[src/hw/rtl/ahfd_pkg.sv]
package ahfd_pkg;

  localparam logic [7:0]  START_BYTE       = 8'hDE;
  localparam logic [15:0] HEADER_BYTES     = 16'd6;
  localparam logic [15:0] MAX_LENGTH_RESET = 16'd256;

  localparam int QDEPTH  = 4;
  localparam int QPTR_W  = $clog2(QDEPTH);
  localparam int QCNT_W  = $clog2(QDEPTH + 1);

  localparam int TDATA_W = 80;

  typedef enum logic [1:0] {
    KIND_DATA   = 2'd0,
    KIND_ACCEPT = 2'd1,
    KIND_ERROR  = 2'd2
  } kind_t;

  typedef enum logic [2:0] {
    ERR_NONE      = 3'd0,
    ERR_BAD_START = 3'd1,
    ERR_TOO_LONG  = 3'd2,
    ERR_CHECKSUM  = 3'd3,
    ERR_NON_HEX   = 3'd4
  } err_t;

  typedef enum logic [5:0] {
    PH_HUNT   = 6'b000001,
    PH_LEN_HI = 6'b000010,
    PH_LEN_LO = 6'b000100,
    PH_HEADER = 6'b001000,
    PH_DATA   = 6'b010000,
    PH_CKSUM  = 6'b100000
  } phase_t;

  // One decoded request from the front: a completed byte or a bad character.
  typedef struct packed {
    logic       err;
    logic [7:0] value;
  } token_t;

  typedef struct packed {
    kind_t       kind;
    logic [7:0]  data_byte;
    logic [15:0] data_index;
    logic [7:0]  api_id;
    logic [7:0]  command;
    logic [7:0]  status_code;
    logic [7:0]  frame_number;
    logic [15:0] option_word;
    err_t        error_code;
    logic        last;
  } result_t;

  typedef struct packed {
    logic       ok;
    logic [3:0] nib;
  } hex_t;

  function automatic hex_t hex_decode(input logic [7:0] c);
    hex_t h;
    h.ok  = 1'b1;
    h.nib = 4'd0;
    if (c inside {[8'h30:8'h39]}) begin
      h.nib = c[3:0];
    end else if (c inside {[8'h41:8'h46], [8'h61:8'h66]}) begin
      h.nib = 4'(c[2:0] + 3'd1) + 4'd8;
    end else begin
      h.ok = 1'b0;
    end
    return h;
  endfunction

endpackage

[src/hw/rtl/ahfd_front.sv]
module ahfd_front (
  input  logic            clk,
  input  logic            rst_n,
  input  logic            in_valid,
  input  logic [7:0]      in_char,
  output logic            in_ready,
  input  logic            q_full,
  output logic            push,
  output ahfd_pkg::token_t push_token
);
  import ahfd_pkg::*;

  logic       pending_r, pending_nxt;
  logic [3:0] high_r, high_nxt;
  hex_t       hex;
  logic       accept;

  assign in_ready = !q_full;
  assign hex      = hex_decode(in_char);
  assign accept   = in_valid && in_ready;

  // A bad character always goes out; a digit only when it closes a pair.
  assign push             = accept && (!hex.ok || pending_r);
  assign push_token.err   = !hex.ok;
  assign push_token.value = {high_r, hex.nib};

  always_comb begin
    pending_nxt = pending_r;
    high_nxt    = high_r;
    if (accept) begin
      if (!hex.ok) begin
        pending_nxt = 1'b0;
      end else begin
        pending_nxt = !pending_r;
        if (!pending_r) begin
          high_nxt = hex.nib;
        end
      end
    end
  end

  always_ff @(posedge clk) begin
    if (!rst_n) begin
      pending_r <= 1'b0;
      high_r    <= 4'd0;
    end else begin
      pending_r <= pending_nxt;
      high_r    <= high_nxt;
    end
  end

endmodule

[src/hw/rtl/ahfd_queue.sv]
module ahfd_queue (
  input  logic             clk,
  input  logic             rst_n,
  input  logic             push,
  input  ahfd_pkg::token_t push_token,
  output logic             full,
  input  logic             pop,
  output ahfd_pkg::token_t pop_token,
  output logic             empty
);
  import ahfd_pkg::*;

  token_t              mem [QDEPTH];
  logic [QPTR_W-1:0]   wr_ptr_r, wr_ptr_nxt;
  logic [QPTR_W-1:0]   rd_ptr_r, rd_ptr_nxt;
  logic [QCNT_W-1:0]   count_r, count_nxt;

  assign full      = (count_r == QCNT_W'(QDEPTH));
  assign empty     = (count_r == '0);
  assign pop_token = mem[rd_ptr_r];

  always_comb begin
    wr_ptr_nxt = push ? wr_ptr_r + QPTR_W'(1) : wr_ptr_r;
    rd_ptr_nxt = pop  ? rd_ptr_r + QPTR_W'(1) : rd_ptr_r;
    count_nxt  = count_r;
    if (push && !pop) begin
      count_nxt = count_r + QCNT_W'(1);
    end else if (pop && !push) begin
      count_nxt = count_r - QCNT_W'(1);
    end
  end

  always_ff @(posedge clk) begin
    if (push) begin
      mem[wr_ptr_r] <= push_token;
    end
  end

  always_ff @(posedge clk) begin
    if (!rst_n) begin
      wr_ptr_r <= '0;
      rd_ptr_r <= '0;
      count_r  <= '0;
    end else begin
      wr_ptr_r <= wr_ptr_nxt;
      rd_ptr_r <= rd_ptr_nxt;
      count_r  <= count_nxt;
    end
  end

endmodule

[src/hw/rtl/ahfd_back.sv]
module ahfd_back (
  input  logic              clk,
  input  logic              rst_n,
  input  logic [15:0]       max_length,
  input  logic              q_empty,
  input  ahfd_pkg::token_t  q_token,
  output logic              pop,
  output logic              out_valid,
  input  logic              out_ready,
  output ahfd_pkg::result_t out_result
);
  import ahfd_pkg::*;

  phase_t      phase_r, phase_nxt;
  logic [15:0] len_r, len_nxt;
  logic [15:0] dcnt_r, dcnt_nxt;
  logic [15:0] count_r, count_nxt;
  logic [47:0] header_r, header_nxt;
  logic [7:0]  xor_r, xor_nxt;
  logic        out_valid_r, out_valid_nxt;
  result_t     out_res_r, res;
  logic        emit;
  logic        clear;
  logic [7:0]  b;
  logic [15:0] len_full;
  logic [15:0] count_inc;

  assign pop        = !q_empty && (!out_valid_r || out_ready);
  assign b          = q_token.value;
  assign len_full   = {len_r[15:8], b};
  assign count_inc  = count_r + 16'd1;
  assign out_valid  = out_valid_r;
  assign out_result = out_res_r;

  always_comb begin
    phase_nxt  = phase_r;
    len_nxt    = len_r;
    dcnt_nxt   = dcnt_r;
    count_nxt  = count_r;
    header_nxt = header_r;
    xor_nxt    = xor_r;
    emit       = 1'b0;
    clear      = 1'b0;
    res        = '0;

    if (pop) begin
      if (q_token.err) begin
        emit           = 1'b1;
        clear          = 1'b1;
        res.kind       = KIND_ERROR;
        res.error_code = ERR_NON_HEX;
        res.last       = 1'b1;
      end else begin
        case (phase_r)
          PH_HUNT: begin
            if (b != START_BYTE) begin
              emit           = 1'b1;
              clear          = 1'b1;
              res.kind       = KIND_ERROR;
              res.error_code = ERR_BAD_START;
              res.last       = 1'b1;
            end else begin
              phase_nxt = PH_LEN_HI;
            end
          end
          PH_LEN_HI: begin
            len_nxt   = {b, 8'd0};
            phase_nxt = PH_LEN_LO;
          end
          PH_LEN_LO: begin
            if (len_full > max_length) begin
              emit           = 1'b1;
              clear          = 1'b1;
              res.kind       = KIND_ERROR;
              res.error_code = ERR_TOO_LONG;
              res.last       = 1'b1;
            end else begin
              len_nxt   = len_full;
              dcnt_nxt  = len_full - HEADER_BYTES;
              count_nxt = 16'd0;
              phase_nxt = PH_HEADER;
            end
          end
          PH_HEADER: begin
            header_nxt = {header_r[39:0], b};
            xor_nxt    = xor_r ^ b;
            count_nxt  = count_inc;
            if (count_inc >= HEADER_BYTES) begin
              count_nxt = 16'd0;
              phase_nxt = (len_r > HEADER_BYTES) ? PH_DATA : PH_CKSUM;
            end
          end
          PH_DATA: begin
            emit           = 1'b1;
            res.kind       = KIND_DATA;
            res.data_byte  = b;
            res.data_index = count_r;
            xor_nxt        = xor_r ^ b;
            count_nxt      = count_inc;
            if (count_inc >= dcnt_r) begin
              phase_nxt = PH_CKSUM;
            end
          end
          PH_CKSUM: begin
            emit             = 1'b1;
            clear            = 1'b1;
            res.api_id       = header_r[47:40];
            res.command      = header_r[39:32];
            res.status_code  = header_r[31:24];
            res.frame_number = header_r[23:16];
            res.option_word  = header_r[15:0];
            res.last         = 1'b1;
            if (xor_r == b) begin
              res.kind       = KIND_ACCEPT;
              res.error_code = ERR_NONE;
            end else begin
              res.kind       = KIND_ERROR;
              res.error_code = ERR_CHECKSUM;
            end
          end
          default: begin
            clear = 1'b1;
          end
        endcase
      end
    end

    if (clear) begin
      phase_nxt  = PH_HUNT;
      len_nxt    = 16'd0;
      dcnt_nxt   = 16'd0;
      count_nxt  = 16'd0;
      header_nxt = 48'd0;
      xor_nxt    = 8'd0;
    end

    if (emit) begin
      out_valid_nxt = 1'b1;
    end else if (out_ready) begin
      out_valid_nxt = 1'b0;
    end else begin
      out_valid_nxt = out_valid_r;
    end
  end

  always_ff @(posedge clk) begin
    if (emit) begin
      out_res_r <= res;
    end
  end

  always_ff @(posedge clk) begin
    if (!rst_n) begin
      phase_r     <= PH_HUNT;
      len_r       <= 16'd0;
      dcnt_r      <= 16'd0;
      count_r     <= 16'd0;
      header_r    <= 48'd0;
      xor_r       <= 8'd0;
      out_valid_r <= 1'b0;
    end else begin
      phase_r     <= phase_nxt;
      len_r       <= len_nxt;
      dcnt_r      <= dcnt_nxt;
      count_r     <= count_nxt;
      header_r    <= header_nxt;
      xor_r       <= xor_nxt;
      out_valid_r <= out_valid_nxt;
    end
  end

endmodule

[src/hw/rtl/ascii_hex_frame_deframer.sv]
// ASCII hex frame deframer.
// in_*  : one ASCII character per request. Hex digit pairs (either case) form
//         bytes: start byte 0xDE, 16-bit big-endian length, six header bytes,
//         length-6 data bytes, then an XOR checksum of header and data.
// out_* : one result per data byte (tuser = data), and one result closing each
//         frame (tlast high) that either accepts it or reports an error code.
// cfg_* : write-only max_length register (reset 256); write it while idle.
// Path: the front decodes and pairs nibbles into a four-entry queue as it
// accepts each character; the frame sequencer pops the head of the queue and
// loads the output register that drives out_*.
// Throughput: one character per cycle unless the output stalls; the sequencer
// handles one queued byte per cycle likewise; queue fill alone sets in_tready.
// Reset (synchronous rst_n low): parser hunts for a start byte, queue empty,
// output empty, max_length back to 256.
// Stall: while a result waits with out_tready low it holds; the sequencer stops,
// the queue fills, and in_tready drops once four bytes wait.
module ascii_hex_frame_deframer (
  input  logic                          clk,
  input  logic                          rst_n,
  input  logic                          in_tvalid,
  output logic                          in_tready,
  input  logic [7:0]                    in_tdata,   // [7:0] char_in
  output logic                          out_tvalid,
  input  logic                          out_tready,
  // [7:0] data_byte, [23:8] data_index, [31:24] api_id, [39:32] command,
  // [47:40] status_code, [55:48] frame_number, [71:56] option_word,
  // [74:72] error_code, [79:75] zero
  output logic [ahfd_pkg::TDATA_W-1:0] out_tdata,
  output logic [1:0]                    out_tuser,  // [1:0] kind
  output logic                          out_tlast,  // last
  input  logic                          cfg_wr_en,
  input  logic [15:0]                   cfg_wr_data // max_length
);
  import ahfd_pkg::*;

  logic [15:0] max_length_r;
  logic        q_full, q_empty, push, pop;
  token_t      push_token, pop_token;
  result_t     res;

  // Length limit; only the sequencer's length check reads it.
  always_ff @(posedge clk) begin
    if (!rst_n) begin
      max_length_r <= MAX_LENGTH_RESET;
    end else if (cfg_wr_en) begin
      max_length_r <= cfg_wr_data;
    end
  end

  // Decode characters, pair nibbles, flag bad characters.
  ahfd_front u_front (
    .clk        (clk),
    .rst_n      (rst_n),
    .in_valid   (in_tvalid),
    .in_char    (in_tdata),
    .in_ready   (in_tready),
    .q_full     (q_full),
    .push       (push),
    .push_token (push_token)
  );

  // Decouple the character side from the result side.
  ahfd_queue u_queue (
    .clk        (clk),
    .rst_n      (rst_n),
    .push       (push),
    .push_token (push_token),
    .full       (q_full),
    .pop        (pop),
    .pop_token  (pop_token),
    .empty      (q_empty)
  );

  // Walk the frame and hold the result for the receiver.
  ahfd_back u_back (
    .clk        (clk),
    .rst_n      (rst_n),
    .max_length (max_length_r),
    .q_empty    (q_empty),
    .q_token    (pop_token),
    .pop        (pop),
    .out_valid  (out_tvalid),
    .out_ready  (out_tready),
    .out_result (res)
  );

  assign out_tdata = {5'd0, res.error_code, res.option_word, res.frame_number,
                      res.status_code, res.command, res.api_id, res.data_index,
                      res.data_byte};
  assign out_tuser = res.kind;
  assign out_tlast = res.last;

endmodule

[config.mk]
export PLATFORM = sky130hd
export DESIGN_NAME = ascii_hex_frame_deframer
export DESIGN_NICKNAME = d
export VERILOG_FILES = /design/src/hw/rtl/ahfd_pkg.sv /design/src/hw/rtl/ahfd_front.sv /design/src/hw/rtl/ahfd_queue.sv /design/src/hw/rtl/ahfd_back.sv /design/src/hw/rtl/ascii_hex_frame_deframer.sv
export SDC_FILE = /design/constraint.sdc
export NUM_CORES = 1
export LEC_CHECK = 0
export BUFFER_PORTS_ARGS = -buffer_cell sky130_fd_sc_hd__buf_2
export CAP_MARGIN = 20
export CORE_MARGIN = 3
export CORE_UTILIZATION = 30
export DETAILED_ROUTE_END_ITERATION = 10
export GPL_TIMING_DRIVEN = 1
export PLACE_DENSITY_LB_ADDON = 0.15
export SLEW_MARGIN = 30
export SYNTH_ARGS = -nofsm -noshare
export SYNTH_HDL_FRONTEND = slang
export SYNTH_SLANG_ARGS = --single-unit
[constraint.sdc]
create_clock -name clk -period 9.8 [get_ports clk]
set_clock_uncertainty 0.1 [all_clocks]
set_input_delay 2.94 -clock clk [delete_from_list [all_inputs] [get_ports clk]]
set_output_delay 2.94 -clock clk [all_outputs]
set_load 0.05 [all_outputs]
# Word level (Yosys, flattened, before mapping)
# Memories as Yosys holds them, arrays and structs flattened. A register that Yosys moved wholly into a read port is not among the register bits.
# Index checks and enable logic that the tools add are counted.
[totals]
register_bits = 217
ram_bits = 36
elab_cells = 148
n_memories = 1
[classes]
addsub = 8
order_cmp = 10
n_eq_ne = 13
muxes = 42
bitwise_logic = 9
reduce_logical = 39
[memory_table]
columns = ["name", "depth", "word_bits", "read_ports", "rd_ports_with_merged_regs", "wr", "line", "rtl"]
rows = [
  ["u_queue.mem", 4, 9, 1, 1, 1, "ahfd_queue.sv:13", "token_t mem [QDEPTH];"],
]
[ops]
columns = ["operator", "count"]
rows = [
  ["one-hot mux 16 bit (3 select lines)", 1],
  ["two-way mux 16 bit", 2],
  ["one-hot mux 16 bit (2 select lines)", 1],
  ["two-way mux 6 bit", 5],
  ["one-hot mux 6 bit (5 select lines)", 1],
  ["adder 16 x 1 -> 16 bit, second input constant", 1],
  ["greater-or-equal comparator 16 bit", 1],
  ["greater-or-equal comparator 16 x 3 -> 1 bit, second input constant", 1],
  ["greater-or-equal comparator 8 x 7 -> 1 bit, second input constant", 2],
  ["greater-than comparator 16 bit", 1],
  ["greater-than comparator 16 x 3 -> 1 bit, second input constant", 1],
  ["less-or-equal comparator 8 x 7 -> 1 bit, second input constant", 2],
  ["two-way mux 2 bit", 8],
  ["AND reduction 4 bit", 4],
  ["subtractor 16 x 3 -> 16 bit, second input constant", 1],
  ["two-way mux 1 bit", 13],
  ["two-way mux 4 bit", 3],
  ["one-hot mux 4 bit (3 select lines)", 1],
  ["two-way mux 3 bit", 3],
  ["AND reduction 3 bit", 3],
  ["OR reduction 3 bit", 3],
  ["equality test 8 bit", 1],
  ["greater-or-equal comparator 8 x 6 -> 1 bit, second input constant", 1],
  ["less-or-equal comparator 8 x 6 -> 1 bit, second input constant", 1],
  ["29 further kinds", 60],
]

# Longest topological paths before layout
[logic_depth]
word_depth = 12
ltp_mapped = 14
depth_no_buf = 14

# By module
# Synthesis repeated with hierarchy kept, for this count alone.
[hier_totals]
cells_unflattened = 1104
area_unflattened_um2 = 11614.9
[by_module_without_submodules]
columns = ["mod", "instances", "cells_each", "area_each_um2", "seq_area_each_um2"]
rows = [
  ["ahfd_back", 1, 913, 8817.2, 4564.4],
  ["ahfd_queue", 1, 90, 1745.4, 1261.2],
  ["ascii_hex_frame_deframer", 1, 57, 654.4, 320.3],
  ["ahfd_front", 1, 44, 397.9, 100.1],
]

# Worst setup path before layout
# Ideal clock, no wire load.
[synth_path]
kind = "in2reg"
from = "in out_tready"
to = "reg u_back.out_res_r (netlist bit u_back.out_result[0]), enable pin"
arrival_ns = 5.026
required_time_ns = 9.257
slack_ns = 4.231
stages = 3
n_path_buf = 0
path_cell_list = "nor2b_1 -> nor2_1 -> o21a_1"
[synth_via]
elab_chain_cells = 3
[synth_rtl]
columns = ["element", "line", "rtl"]
rows = [
  ["start, declared", "ascii_hex_frame_deframer.sv:24", "input logic out_tready,"],
  ["logical OR 1 bit", "ahfd_back.sv:28", "assign pop = !q_empty && (!out_valid_r || out_ready);"],
  ["logical AND 1 bit", "ahfd_back.sv:28", ""],
  ["two-way mux 1 bit", "ahfd_back.sv:46", "if (pop) begin"],
  ["net u_back.emit", "ahfd_back.sv:22", "logic emit;"],
  ["end signal, assigned", "ahfd_back.sv:148", "out_res_r <= res;"],
  ["end, declared", "ahfd_back.sv:21", "result_t out_res_r, res;"],
]
# The timed path passes the listed nets, and every way through them passes these cells.
# A chain may end at the register's enable or synchronous reset.

==> impl_metrics.tcl <==
set metrics [dict create \
    status "finished, final reports clean" \
    synth.most_common_cell "nand2_1" \
    hold_violations 0 \
    grt_usage_pct 13.3 \
    die_w_um 202 \
    rsz0062_at_grt "false" \
    portBuffers 108 \
    num_vias 7872 \
    postCtsHoldBufs 0 \
    yosys.area.top_type_share_pct 29.7 \
    endpoint_kind "flip-flop" \
    fmax_mhz 185 \
    min_period_ns 5.39 \
    area_delta_synth_final_pct 16.2 \
    grt_max_degree 64 \
    final-setup-viol-count 0 \
    min_period_over_period_pct 55.0 \
    critPathCapture "u_queue.count_r[2]" \
    wl_per_cell_um 15.9 \
    r2r_cells 11 \
    leakage_nw 4.89 \
    cts_tree "yes" \
    slew_headroom_pct 36.0 \
    post_cts_buffers 0 \
    seq_area_frac_synth_pct 54.1 \
    r2r_setup_slack_ns 4.82 \
    worstMarginPinSlew_ns 0.953 \
    synthArstFlopShare_pct 0 \
    ys_types 73 \
    hold_class "reg -> reg" \
    critical_path.top_delay_family "simple AND/OR/NAND/NOR gates" \
    drc 0 \
    initial_utilization_pct 30.6 \
    clockBufferDepth 3 \
    grt_pass1_vias 7751 \
    dp_slack_ns 3.83 \
    slowest_delay_ns 0.37 \
    die_area_sq_um 40900 \
    synthTopCellsByArea "edfxtp_1 30%, dfxtp_1 24%, nand2_1 4.9%" \
    die_h_um 202 \
    yosys_most_used_dff "dfxtp_1" \
    finalSetupTns_ns 0 \
    crit_required_ns 10.19 \
    worstPathCellList "buf_2 -> inv_1 -> ha_1 -> nand2_1 -> o2111ai_1 -> and3_1 -> nor2_1 -> nor2_1 -> nor2_1 -> ha_1 -> inv_1 -> fa_1 -> xor2_1 -> or3_1 -> a21boi_0" \
    cts_sinks 255 \
    cp_common_cell "nor2_1" \
    insertion_delay_ns 0.56 \
    drive_gt1_share_pct 15.8 \
    dp_cells 1671 \
    synth_cells 1106 \
    syn_area_sq_um 11500 \
    ys_warn_count 0 \
    clkTransAtPathRegs_ns 0.06 \
    io_pins 114 \
    final_antenna_net_count 0 \
    rows 71 \
    startpoint "in_tdata[0]" \
    grt_pass1_wl_mm 43.9 \
    cts-root-buf "clkbuf_16" \
    drt_wl_total_mm 27.5 \
    slowest_stage "fa_1" \
    cp.arrival_ns 5.78 \
    drv_cap 0 \
    synth_edf_count 114 \
    antenna_found_initial 0 \
    synth_seq_cells 255 \
    pwr_density_cell_nw_per_um2 276 \
    place.gp.congestion 0.752 \
    worst_slack_ns 4.41 \
    cp_num_cells 15 \
    post-dp-hpwl_mm 18.0 \
    drt_iter0_drc 379 \
    crit_type "in -> reg" \
    numCtsBuffers 29 \
    fp.coreArea_sq_um 37800 \
    ir_worst_vdd_mv 0.145 \
    yosys.area.top_type "edfxtp_1" \
    critPathLaunchType "input pin" \
    diodes 0 \
    nNetsFinal 1265 \
    drt-pass1-iter-count 4 \
    fin_cells 1725 \
    path_buf_inv 3 \
    slew_violations 0 \
    viasPerCell 4.56 \
    h-tree-depth 1 \
    grt_overflow 0 \
    rr_endpoint "u_back.header_r[30]" \
    avgSynthCellArea_sq_um 10.4 \
    cts_resized 0 \
    ys_top_cells_by_count "151 x nand2_1, 141 x dfxtp_1, 114 x edfxtp_1" \
    nFillCells 3848 \
    path_max_fanout 7 \
]
==> how the worst min path moves through the flow <==
stage | slack [ns] | from | depth (start not counted) | to
after floorplan | 0.33 | u_back.len_r[7] | 2 | u_back.len_r[7]
after global placement | 0.34 | u_back.header_r[42] | 2 | u_back.header_r[42]
after detailed placement | 0.35 | u_back.len_r[4] | 2 | u_back.len_r[4]
after CTS | 0.36 | u_back.len_r[4] | 2 | u_back.len_r[4]
after global routing | 0.37 | u_back.len_r[4] | 2 | u_back.len_r[4]
final | 0.35 | u_back.header_r[41] | 2 | u_back.header_r[41]
==> registers in the layout, indices dropped and copies added, names as in the netlist, named ones only <==
signal,count
u_back.xor_r,8
u_queue.count_r,3
u_back.dcnt_r,16
u_front.pending_r,1
u_back.count_r,16
u_back.header_r,48
u_back.phase_r,6
u_front.high_r,4
u_back.out_result,78
u_back.len_r,16
u_queue.wr_ptr_r,2
u_queue.mem,36
u_back.out_valid,1
u_queue.rd_ptr_r,2
max_length_r,16
==> cells in the final DEF, fill, tap and decap left out, types with 4 or more instances in the layout <==
cell type,instances
nor2b_1,30
clkinv_1,8
a21boi_0,4
and2_1,82
inv_1,44
nand4_1,15
xnor2_1,34
nand3_1,28
dfxtp_1,141
clkinv_2,4
nand2_1,151
nor3_2,4
conb_1,5
o21ai_0,11
buf_2,108
mux4_1,4
a211oi_1,11
o211ai_1,5
a21o_1,9
buf_4,12
clkbuf_16,29
or3_1,5
clkbuf_1,8
nor2_1,71
ha_1,44
a21oi_1,87
nor3_1,12
mux4_2,5
mux2i_1,31
a211oi_2,4
edfxtp_1,114
a31oi_1,5
nand2b_1,5
xor2_1,15
nor4_1,6
==> power breakdown <==
part	switching [mW]	internal, mW
Clock	0.435	0.586
Combinational	0.988	0.264
Sequential	0.0764	1.35
==> worst min-delay path, stage by stage (launching register included) <==
cell	delay (ns)
dfxtp_1	0.30
nand2_1	0.05
a21oi_1	0.05
==> routing by layer <==
layer,track usage [%],vias up,share of wire [%]
li1,-,4001,-
met1,19.5,3701,50
met2,20.6,138,44
met3,1.98,32,4.1
met4,3.29,0,1.7
met5,0,-,0
==> per-stage QoR <==
step	cell area [sq um]	total power [mW]	utilization (%)	hold slack, ns
3_3_place_gp	12500	2.73	33.2	0.338
3_5_place_dp	12500	2.73	33.2	0.347
5_1_grt	13400	3.88	35.5	0.370
6_report	13400	3.70	35.5	0.354
2_1_floorplan	11600	2.41	-	0.331
4_1_cts	13400	3.78	35.5	0.355
==> cell type report <==
class | count | area (sq um) | share of cell area, %
sequential | 255 | 6250 | 46.6
multi-input combinational | 740 | 4840 | 36.1
clock buffer | 39 | 783 | 5.84
tap | 511 | 639 | 4.77
timing repair buffer | 120 | 631 | 4.70
inverter | 45 | 169 | 1.26
clock inverter | 15 | 108 | 0.802
==> kinds of logic after synthesis <==
| logic type | count (synthesis) | synth area share (%) |
|---|---|---|
| simple gates | 439 | 19.2 |
| flops | 255 | 54.1 |
| compound gates | 161 | 8.96 |
| buf+inv | 115 | 4.37 |
| xor+xnor | 49 | 3.72 |
| fa+ha+maj | 45 | 4.94 |
| mux | 41 | 4.67 |
| other cells | 1 | 0.0325 |
Power figures use the tool's default switching activity.
